File: config.mk
export PLATFORM = sky130hd
export DESIGN_NAME = sgnr_ctrl
export DESIGN_NICKNAME = d
export VERILOG_FILES = /design/src/sgnr_pkg.sv /design/src/sgnr_ctrl.sv
export VERILOG_INCLUDE_DIRS = /design/src /design/src/src
export SDC_FILE = /design/constraint.sdc
export NUM_CORES = 1
export LEC_CHECK = 0
export BUFFER_PORTS_ARGS = -buffer_cell sky130_fd_sc_hd__buf_2
export CAP_MARGIN = 15
export CORE_ASPECT_RATIO = 0.7
export CORE_MARGIN = 1.5
export CORE_UTILIZATION = 40
export CTS_CLUSTER_SIZE = 40
export DETAILED_ROUTE_END_ITERATION = 8
export SYNTH_ARGS = -nofsm -noshare
export SYNTH_HDL_FRONTEND = slang
export SYNTH_SLANG_ARGS = --single-unit
File: constraint.sdc
create_clock -name i_clk -period 4.5 [get_ports i_clk]
set_clock_uncertainty 0.1 [all_clocks]
set_input_delay 0 -clock i_clk [delete_from_list [all_inputs] [get_ports i_clk]]
set_output_delay 0 -clock i_clk [all_outputs]
set_load 0.02 [all_outputs]
File: src/spectral_gate_noise_reducer_macros.svh
// Assertion macros for the spectral gate noise reducer
`ifndef SPECTRAL_GATE_NOISE_REDUCER_MACROS_SVH
`define SPECTRAL_GATE_NOISE_REDUCER_MACROS_SVH

// Same-cycle implication, checked out of reset
`define SGNR_ASSERT_IMP(lbl, ante, cons, msg) \
    lbl: assert property (@(posedge i_clk) disable iff (!i_rst_n) (ante) |-> (cons)) \
        else $error(msg);

// Next-cycle implication, checked out of reset
`define SGNR_ASSERT_NXT(lbl, ante, cons, msg) \
    lbl: assert property (@(posedge i_clk) disable iff (!i_rst_n) (ante) |=> (cons)) \
        else $error(msg);

`endif

File: src/sgnr_pkg.sv
// Shared types, constants and helpers for the spectral gate noise reducer
`timescale 1ns / 1ps
package sgnr_pkg;

    localparam int unsigned DefMaxBins = 64;
    localparam int unsigned CfgAddrW   = 3;
    localparam int unsigned CfgDataW   = 13;
    localparam int unsigned MagW       = 16;
    localparam int unsigned Q12W       = 13;
    localparam int unsigned BinCntW    = 7;
    localparam int unsigned FloorW     = 32;

    localparam logic [Q12W-1:0] OneQ12   = 13'd4096;
    localparam logic [Q12W-1:0] RateFast = 13'd5243;
    localparam logic [Q12W-1:0] RateSlow = 13'd983;

    localparam logic [CfgAddrW-1:0] CFG_GATE_OFFSET = 3'd0;
    localparam logic [CfgAddrW-1:0] CFG_ATTENUATION = 3'd1;
    localparam logic [CfgAddrW-1:0] CFG_SMOOTHING   = 3'd2;
    localparam logic [CfgAddrW-1:0] CFG_FAST_TRACK  = 3'd3;
    localparam logic [CfgAddrW-1:0] CFG_BIN_COUNT   = 3'd4;

    typedef enum logic [3:0] {
        ST_LOAD,
        ST_SELECT,
        ST_PREP,
        ST_READ,
        ST_MUL,
        ST_GATE,
        ST_CMP,
        ST_SMUL,
        ST_EMIT
    } t_state;

    typedef struct packed {
        logic insert;
        logic sort_clr;
        logic shift;
        logic prep;
        logic rd;
        logic mul;
        logic gate;
        logic cmp;
        logic smul;
        logic emit;
        logic last;
    } t_dp_cmd;

    typedef struct packed {
        logic out_free;
    } t_dp_status;

    function automatic logic [Q12W-1:0] clamp_q12(input logic [Q12W-1:0] v);
        return (v > OneQ12) ? OneQ12 : v;
    endfunction

    // n / 5 for n below 128
    function automatic logic [4:0] div5(input logic [BinCntW-1:0] n);
        logic [14:0] p;
        p = 15'(n) * 15'd205;
        return p[14:10];
    endfunction

endpackage

File: src/sgnr_ctrl.sv
// Controller state machine: frame loading, noise selection and per-bin sequencing
`timescale 1ns / 1ps
`include "spectral_gate_noise_reducer_macros.svh"
module sgnr_ctrl #(
    parameter int unsigned MAX_BINS = sgnr_pkg::DefMaxBins,
    parameter int unsigned AW = $clog2(MAX_BINS),
    parameter int unsigned CW = $clog2(MAX_BINS + 1)
) (
    input  logic                  i_clk,
    input  logic                  i_rst_n,
    input  logic                  i_clr,
    input  logic [CW-1:0]         i_bin_count,
    input  logic                  i_bin_valid,
    output logic                  o_bin_ready,
    input  sgnr_pkg::t_dp_status  i_status,
    output sgnr_pkg::t_dp_cmd     o_cmd,
    output logic [AW-1:0]         o_addr
);

    sgnr_pkg::t_state r_state, n_state;
    logic [CW-1:0] r_load_cnt, n_load_cnt;
    logic [AW-1:0] r_idx, n_idx;
    logic [4:0]    r_k, n_k;
    logic [CW-1:0] load_inc;
    logic [CW-1:0] idx_inc;
    logic          accept;

    assign load_inc = CW'(r_load_cnt + 1'b1);
    assign idx_inc  = CW'(r_idx) + CW'(1);
    assign accept   = i_bin_valid && o_bin_ready;

    always_ff @(posedge i_clk) begin
        if (!i_rst_n || i_clr) begin
            r_state    <= sgnr_pkg::ST_LOAD;
            r_load_cnt <= '0;
            r_idx      <= '0;
            r_k        <= '0;
        end else begin
            r_state    <= n_state;
            r_load_cnt <= n_load_cnt;
            r_idx      <= n_idx;
            r_k        <= n_k;
        end
    end

    always_comb begin
        n_state     = r_state;
        n_load_cnt  = r_load_cnt;
        n_idx       = r_idx;
        n_k         = r_k;
        o_cmd       = '0;
        o_bin_ready = 1'b0;
        o_addr      = r_idx;
        case (r_state)
            sgnr_pkg::ST_LOAD: begin
                o_bin_ready = !i_clr;
                o_addr      = r_load_cnt[AW-1:0];
                if (accept) begin
                    o_cmd.insert = 1'b1;
                    if (load_inc == i_bin_count) begin
                        n_load_cnt = '0;
                        n_k        = sgnr_pkg::div5(sgnr_pkg::BinCntW'(i_bin_count));
                        n_state    = sgnr_pkg::ST_SELECT;
                    end else begin
                        n_load_cnt = load_inc;
                    end
                end
            end
            sgnr_pkg::ST_SELECT: begin
                if (r_k == '0) begin
                    n_state = sgnr_pkg::ST_PREP;
                end else begin
                    o_cmd.shift = 1'b1;
                    n_k         = r_k - 5'd1;
                end
            end
            sgnr_pkg::ST_PREP: begin
                o_cmd.prep = 1'b1;
                n_idx      = '0;
                n_state    = sgnr_pkg::ST_READ;
            end
            sgnr_pkg::ST_READ: begin
                o_cmd.rd = 1'b1;
                n_state  = sgnr_pkg::ST_MUL;
            end
            sgnr_pkg::ST_MUL: begin
                o_cmd.mul = 1'b1;
                n_state   = sgnr_pkg::ST_GATE;
            end
            sgnr_pkg::ST_GATE: begin
                o_cmd.gate = 1'b1;
                n_state    = sgnr_pkg::ST_CMP;
            end
            sgnr_pkg::ST_CMP: begin
                o_cmd.cmp = 1'b1;
                n_state   = sgnr_pkg::ST_SMUL;
            end
            sgnr_pkg::ST_SMUL: begin
                o_cmd.smul = 1'b1;
                n_state    = sgnr_pkg::ST_EMIT;
            end
            sgnr_pkg::ST_EMIT: begin
                if (i_status.out_free) begin
                    o_cmd.emit = 1'b1;
                    o_cmd.last = (idx_inc == i_bin_count);
                    if (idx_inc == i_bin_count) begin
                        o_cmd.sort_clr = 1'b1;
                        n_state        = sgnr_pkg::ST_LOAD;
                    end else begin
                        n_idx   = AW'(idx_inc);
                        n_state = sgnr_pkg::ST_READ;
                    end
                end
            end
            default: begin
                n_state = sgnr_pkg::ST_LOAD;
            end
        endcase
    end

    `SGNR_ASSERT_IMP(a_emit_free, o_cmd.emit, i_status.out_free, "emit while output busy")
    `SGNR_ASSERT_IMP(a_load_bound, r_state == sgnr_pkg::ST_LOAD, r_load_cnt < i_bin_count,
        "load count reached bin count")
    `SGNR_ASSERT_NXT(a_frame_select, accept && !i_clr && load_inc == i_bin_count,
        r_state == sgnr_pkg::ST_SELECT, "full frame did not start selection")

endmodule

# Word-level counts from Yosys, hierarchy flattened

Cells that the tools add are included.

Add/subtract/negate cells: 3
Reductions and logical operators: 12
Eq/ne operators: 16
Multipliers: 1
Bitwise logic cells: 0
Muxes and demuxes: 31
Order comparisons: 0
Shift-type cells: 0
Div/mod/pow operators: 0

Operators by type and width:

| cell                                                                   | count |
|---|---|
| 4-bit one-hot mux with 9 select lines                                  | 1 |
| 6-bit two-way mux                                                      | 3 |
| 4-bit by 3-bit equality test with 1-bit output (second input constant) | 4 |
| 4-bit two-way mux                                                      | 4 |
| 7-bit by 8-bit multiplier with 15-bit output (second input constant)   | 1 |
| 5-bit two-way mux                                                      | 3 |
| 7-bit equality test                                                    | 2 |
| 1-bit two-way mux                                                      | 14 |
| 2-bit inequality test (second input constant)                          | 6 |
| 6-bit one-hot mux with 2 select lines                                  | 1 |
| 5-bit one-hot mux with 2 select lines                                  | 1 |
| 4-bit by 2-bit equality test with 1-bit output (second input constant) | 2 |
| 4-bit AND reduction                                                    | 2 |
| 6-bit by 1-bit adder with 7-bit output (second input constant)         | 1 |
| 7-bit by 1-bit adder with 7-bit output (second input constant)         | 1 |
| 7-bit two-way mux                                                      | 1 |
| 2-bit two-way mux                                                      | 3 |
| 5-bit zero test                                                        | 1 |
| 5-bit by 1-bit subtractor with 5-bit output (second input constant)    | 1 |
| 4-bit by 1-bit equality test with 1-bit output (second input constant) | 1 |
| 4-bit equality test (second input constant)                            | 1 |
| 4-bit zero test                                                        | 1 |
| 2-bit nonzero test                                                     | 2 |
| 3-bit AND reduction                                                    | 1 |
| other kinds (4)                                                        | 5 |

Output and inout bits: 18
Bits in read-only memories: 0
Memories: 0
Memory bits (writable): 0
Register bits: 22
Bits of input ports: 12
Latch bits: 0

# Logic depth before layout (Yosys ltp)

Depth after elaboration: 5
Depth in mapped cells: 15
Depth with buffers taken out: 15

# Least setup slack after synthesis

No wires, ideal clock.

Path kind: input-to-reg
From: input i_bin_count[4]
To: register r_k[1]
Data arrival time: 3.071 ns
Setup slack: 1.243 ns
Cell stages on the path: 15
Path buffers: 0
Required time: 4.314 ns
Cells stage by stage: ha_1 -> inv_1 -> fa_1 -> inv_1 -> ha_1 -> inv_1 -> fa_1 -> inv_1 -> ha_1 -> nand3_1 -> a211oi_1 -> o31a_1 -> mux2i_1 -> o221a_2 -> a211oi_1

Cells in the longest elaborated chain, start to end: 4
Elaborated cells on any way between the ends: 7
Those cells by class: mul: 1; eq/ne: 2; mux: 3; reduce/logical: 1

Ends and longest elaborated chain:

| element                                      | line            | text |
|---|---|---|
| from (decl)                                  | sgnr_ctrl.sv:12 | `input logic [CW-1:0] i_bin_count,` |
| 7-bit by 8-bit multiplier with 15-bit output | sgnr_pkg.sv:60  | `p = 15'(n) * 15'd205;` |
| 5-bit two-way mux                            | sgnr_ctrl.sv:60 | `if (load_inc == i_bin_count) begin` |
| 5-bit two-way mux                            | sgnr_ctrl.sv:58 | `if (accept) begin` |
| 5-bit one-hot mux with 2 select lines        | sgnr_ctrl.sv:54 | `case (r_state)` |
| to (signal assigned)                         | sgnr_ctrl.sv:42 | `r_k <= n_k;` |
| to (decl)                                    | sgnr_ctrl.sv:23 | `logic [4:0] r_k, n_k;` |

Several ways; a longest one is shown, not always the timed one. The select of a mux whose other input is x is not followed.
A chain may end at the register's enable or synchronous reset.

# Worst setup path in the final report

Ends and elaborated chain as after synthesis.

==> impl_results.rst <==
.. list-table::
   :header-rows: 1

   * - Metric
     - Value
   * - Setup Slack @ Placement
     - 0.857 ns
   * - Number of buffers added by the clock tree synthesis step
     - 3
   * - Placed cell count
     - 402
   * - Post-cts hold buffer count
     - 0
   * - Initial antenna violation count
     - 0
   * - H-tree level count
     - 1
   * - Number of nets with antenna violations after routing
     - 0
   * - Gate Count Post-Synth
     - 307
   * - DIE AREA
     - 6740 sq um
   * - TritonCTS clock tree
     - done
   * - Fraction of layout cells with a size suffix above 1
     - 13.3%
   * - Effective utilization at floorplan
     - 42.6%
   * - Die width
     - 97.5 um
   * - Drt via density
     - 5.43
   * - Critical Path End Type
     - flip-flop
   * - Status
     - finished clean
   * - Leakage power of the design
     - 0.00125 uW
   * - Post-Synthesis Cell Area
     - 2500 sq um
   * - Crit path DAT
     - 3.45 ns
   * - WL final
     - 6230 um
   * - Maximum net fanout on the critical path
     - 6
   * - Synth async-reset ratio
     - 0%
   * - Clock root cell
     - clkbuf_8
   * - Maximum number of pins on one net before global-route repair
     - 14
   * - Most frequent cells in the layout
     - ha_1, inv_1, buf_2, nor2_1, nand2_1
   * - Clock Sink Count
     - 22
   * - Final nets
     - 389
   * - Post-CTS setup-driven buffer insertion count
     - 0
   * - Startpoint Class
     - input port
   * - Area used by multi-input combinational logic
     - 1870 sq um
   * - Count of different cell masters after synthesis
     - 54
   * - Global-route wire length before repair
     - 10600 um
   * - Final routed wire length divided by cell count
     - 15.4 um
   * - Setup repair after global routing missed its margin
     - no
   * - Number of gates resized after CTS
     - 0
   * - Setup TNS
     - 0 ns
   * - Max frequency
     - 297 MHz
   * - Required time worst endpoint
     - 4.59 ns
   * - Count of routing violations after the opening detailed-route iteration
     - 181
   * - VDD IR-drop max
     - 0.108 mV
   * - Iteration count of the initial detailed-routing pass
     - 4
   * - Placeable Area
     - 5870 sq um
   * - Synth warn
     - 0
   * - Quantity of I/O buffers inserted on ports
     - 29
   * - Commonest register cell after synthesis
     - dfxtp_1
   * - Relative max-transition margin
     - 44.5%
   * - Number of slew-limit violations in the final report
     - 0
   * - Antenna diode count
     - 0
   * - Final WS setup
     - 1.13 ns
   * - Ratio of final minimum period to clock period
     - 74.8%
   * - Mapped Avg Cell Area
     - 8.14 sq um
   * - CP Class
     - input port to flip-flop
   * - Number of setup violations in the final report
     - 0
   * - Worst-Margin Slew
     - 0.827 ns
   * - Register cell area after layout
     - 440 sq um
   * - Total power divided by cell area
     - 229 nW/um^2
   * - Total power of the final layout
     - 633 uW
   * - Worst min-delay path class
     - input port to flip-flop
   * - Flip-flop and latch count after synthesis
     - 22
   * - Number of global-route vias before repair
     - 2071
   * - Via total after detailed routing
     - 2206
   * - Area delta synth->final
     - 10.6%
   * - Count of flip-flops with a built-in enable after synthesis
     - 0
   * - Clock-pin transition on the worst setup and hold timing paths
     - 0.09 ns
   * - Sequential-to-total area share from yosys stat
     - 17.6%
   * - Skew-Pair Late Insertion Delay
     - 0.27 ns
   * - Maximum root-to-sink buffer count
     - 2
   * - Max-cap violations
     - 0
   * - Overflow left after global routing
     - 0
   * - Post-route minimum period
     - 3.37 ns
   * - DIE HEIGHT
     - 69.1 um
   * - DRC Markers
     - 0
   * - Most common library cell in the layout ignoring fill and taps
     - ha_1
   * - Net count of the mapped netlist
     - 364
   * - GP Congestion
     - 0.835
   * - Final hold violation count
     - 0
   * - Post-DP HPWL
     - 4950 um
   * - Overall Global Routing Usage
     - 19.2%
   * - Post-Route Utilization
     - 47.1%
   * - Count of filler cells inserted in the layout
     - 578
   * - Number of I/O pins
     - 30
   * - Number of rows created at floorplan
     - 23
   * - Final Non-Filler Cells
     - 406
Yosys cell counts (3+ instances only):
cell       number  area [sq um]
nand3b_1        3          22.5
a21oi_1         9          45.0
xnor2_1        15           131
nor2_1         25          93.8
ha_1           37           463
nor2b_1         4          25.0
nor3_1          8          40.0
buf_2           3          15.0
fa_1            8           160
clkbuf_1        4          15.0
dfxtp_1        22           440
mux2i_1         3          30.0
nand2_1        24          90.1
nor3b_1         4          30.0
and3_1          3          18.8
o2111ai_1       5          43.8
xor2_1         12           105
o21ai_0        15          75.1
nor4_1          3          18.8
nand3_1         8          40.0
inv_1          36           135
buf_4           3          22.5
or4_1           3          22.5
nand4_1         5          31.3
nand2b_1        5          31.3
o22ai_1         4          25.0
flip-flops by register name (all words and copies together) (netlist names):
signal,count
r_k,5
r_load_cnt,7
r_idx,6
r_state,4
cells by family after synthesis:
kind of cell               Yosys count  synth area share (%)
muxes                                3                  1.20
AOI/OAI and AO/OA                   58                  16.6
buffers and inverters               47                  7.66
DFF                                 22                  17.6
and+or+nand+nor                    105                  22.6
adders and majority gates           45                  24.9
xor gates and xnor gates            27                  9.46
layout make-up:
class                      instances  area share, %
clock inverter                     1           1.09
inverter                          37           5.02
clock buffer                       3           1.49
timing repair buffer              30           5.52
tap                               75           3.39
multi-input combinational        238           67.6
sequential                        22           15.9
where the power goes:
part	switching (uW)	total, uW	internal (uW)
Combinational	144	247	103
Clock	71.8	191	119
Sequential	0.871	196	195
metal layers:
metal	part of all wire, %	vias to the layer above	track usage (%)	routed length, um
li1	-	1132	-	-
met1	54	1000	31.4	3370
met2	40	72	26.2	2480
met3	5.7	2	2.43	355
met4	0.55	0	3.65	34
met5	0	-	0	0
per-stage QoR:
stage          cell area, sq um  hold WS (ns)
6_report                   2770        0.0646
5_1_grt                    2770        0.0908
3_5_place_dp               2690         0.244
4_1_cts                    2770        0.0577
2_1_floorplan              2500       -0.0202
3_3_place_gp               2690         0.248
critical path, cell delays in order:
cell      delay, ns
buf_2          0.15
ha_1           0.31
inv_1          0.06
fa_1           0.49
inv_1          0.04
ha_1           0.26
inv_1          0.05
fa_1           0.49
inv_1          0.04
ha_1           0.26
nand3_1        0.08
a211oi_1       0.42
o31a_1         0.28
mux2i_1        0.10
o221a_2        0.24
a211oi_1       0.19
worst paths after layout:
check                                from                    endpoint  slack [ns]  cells past startpoint
setup / recovery           i_bin_count[4]         r_k[1]$_SDFFE_PP0P_        1.13                     16
hold / removal                   i_status     r_state[3]$_SDFFE_PP0P_        0.06                      4
setup reg to reg  r_state[1]$_SDFFE_PP0P_  r_load_cnt[6]$_SDFFE_PP0P_        1.77                      8
hold reg to reg       r_k[1]$_SDFFE_PP0P_         r_k[1]$_SDFFE_PP0P_        0.42                      2
Note: power is estimated with default switching activity, not from simulation.
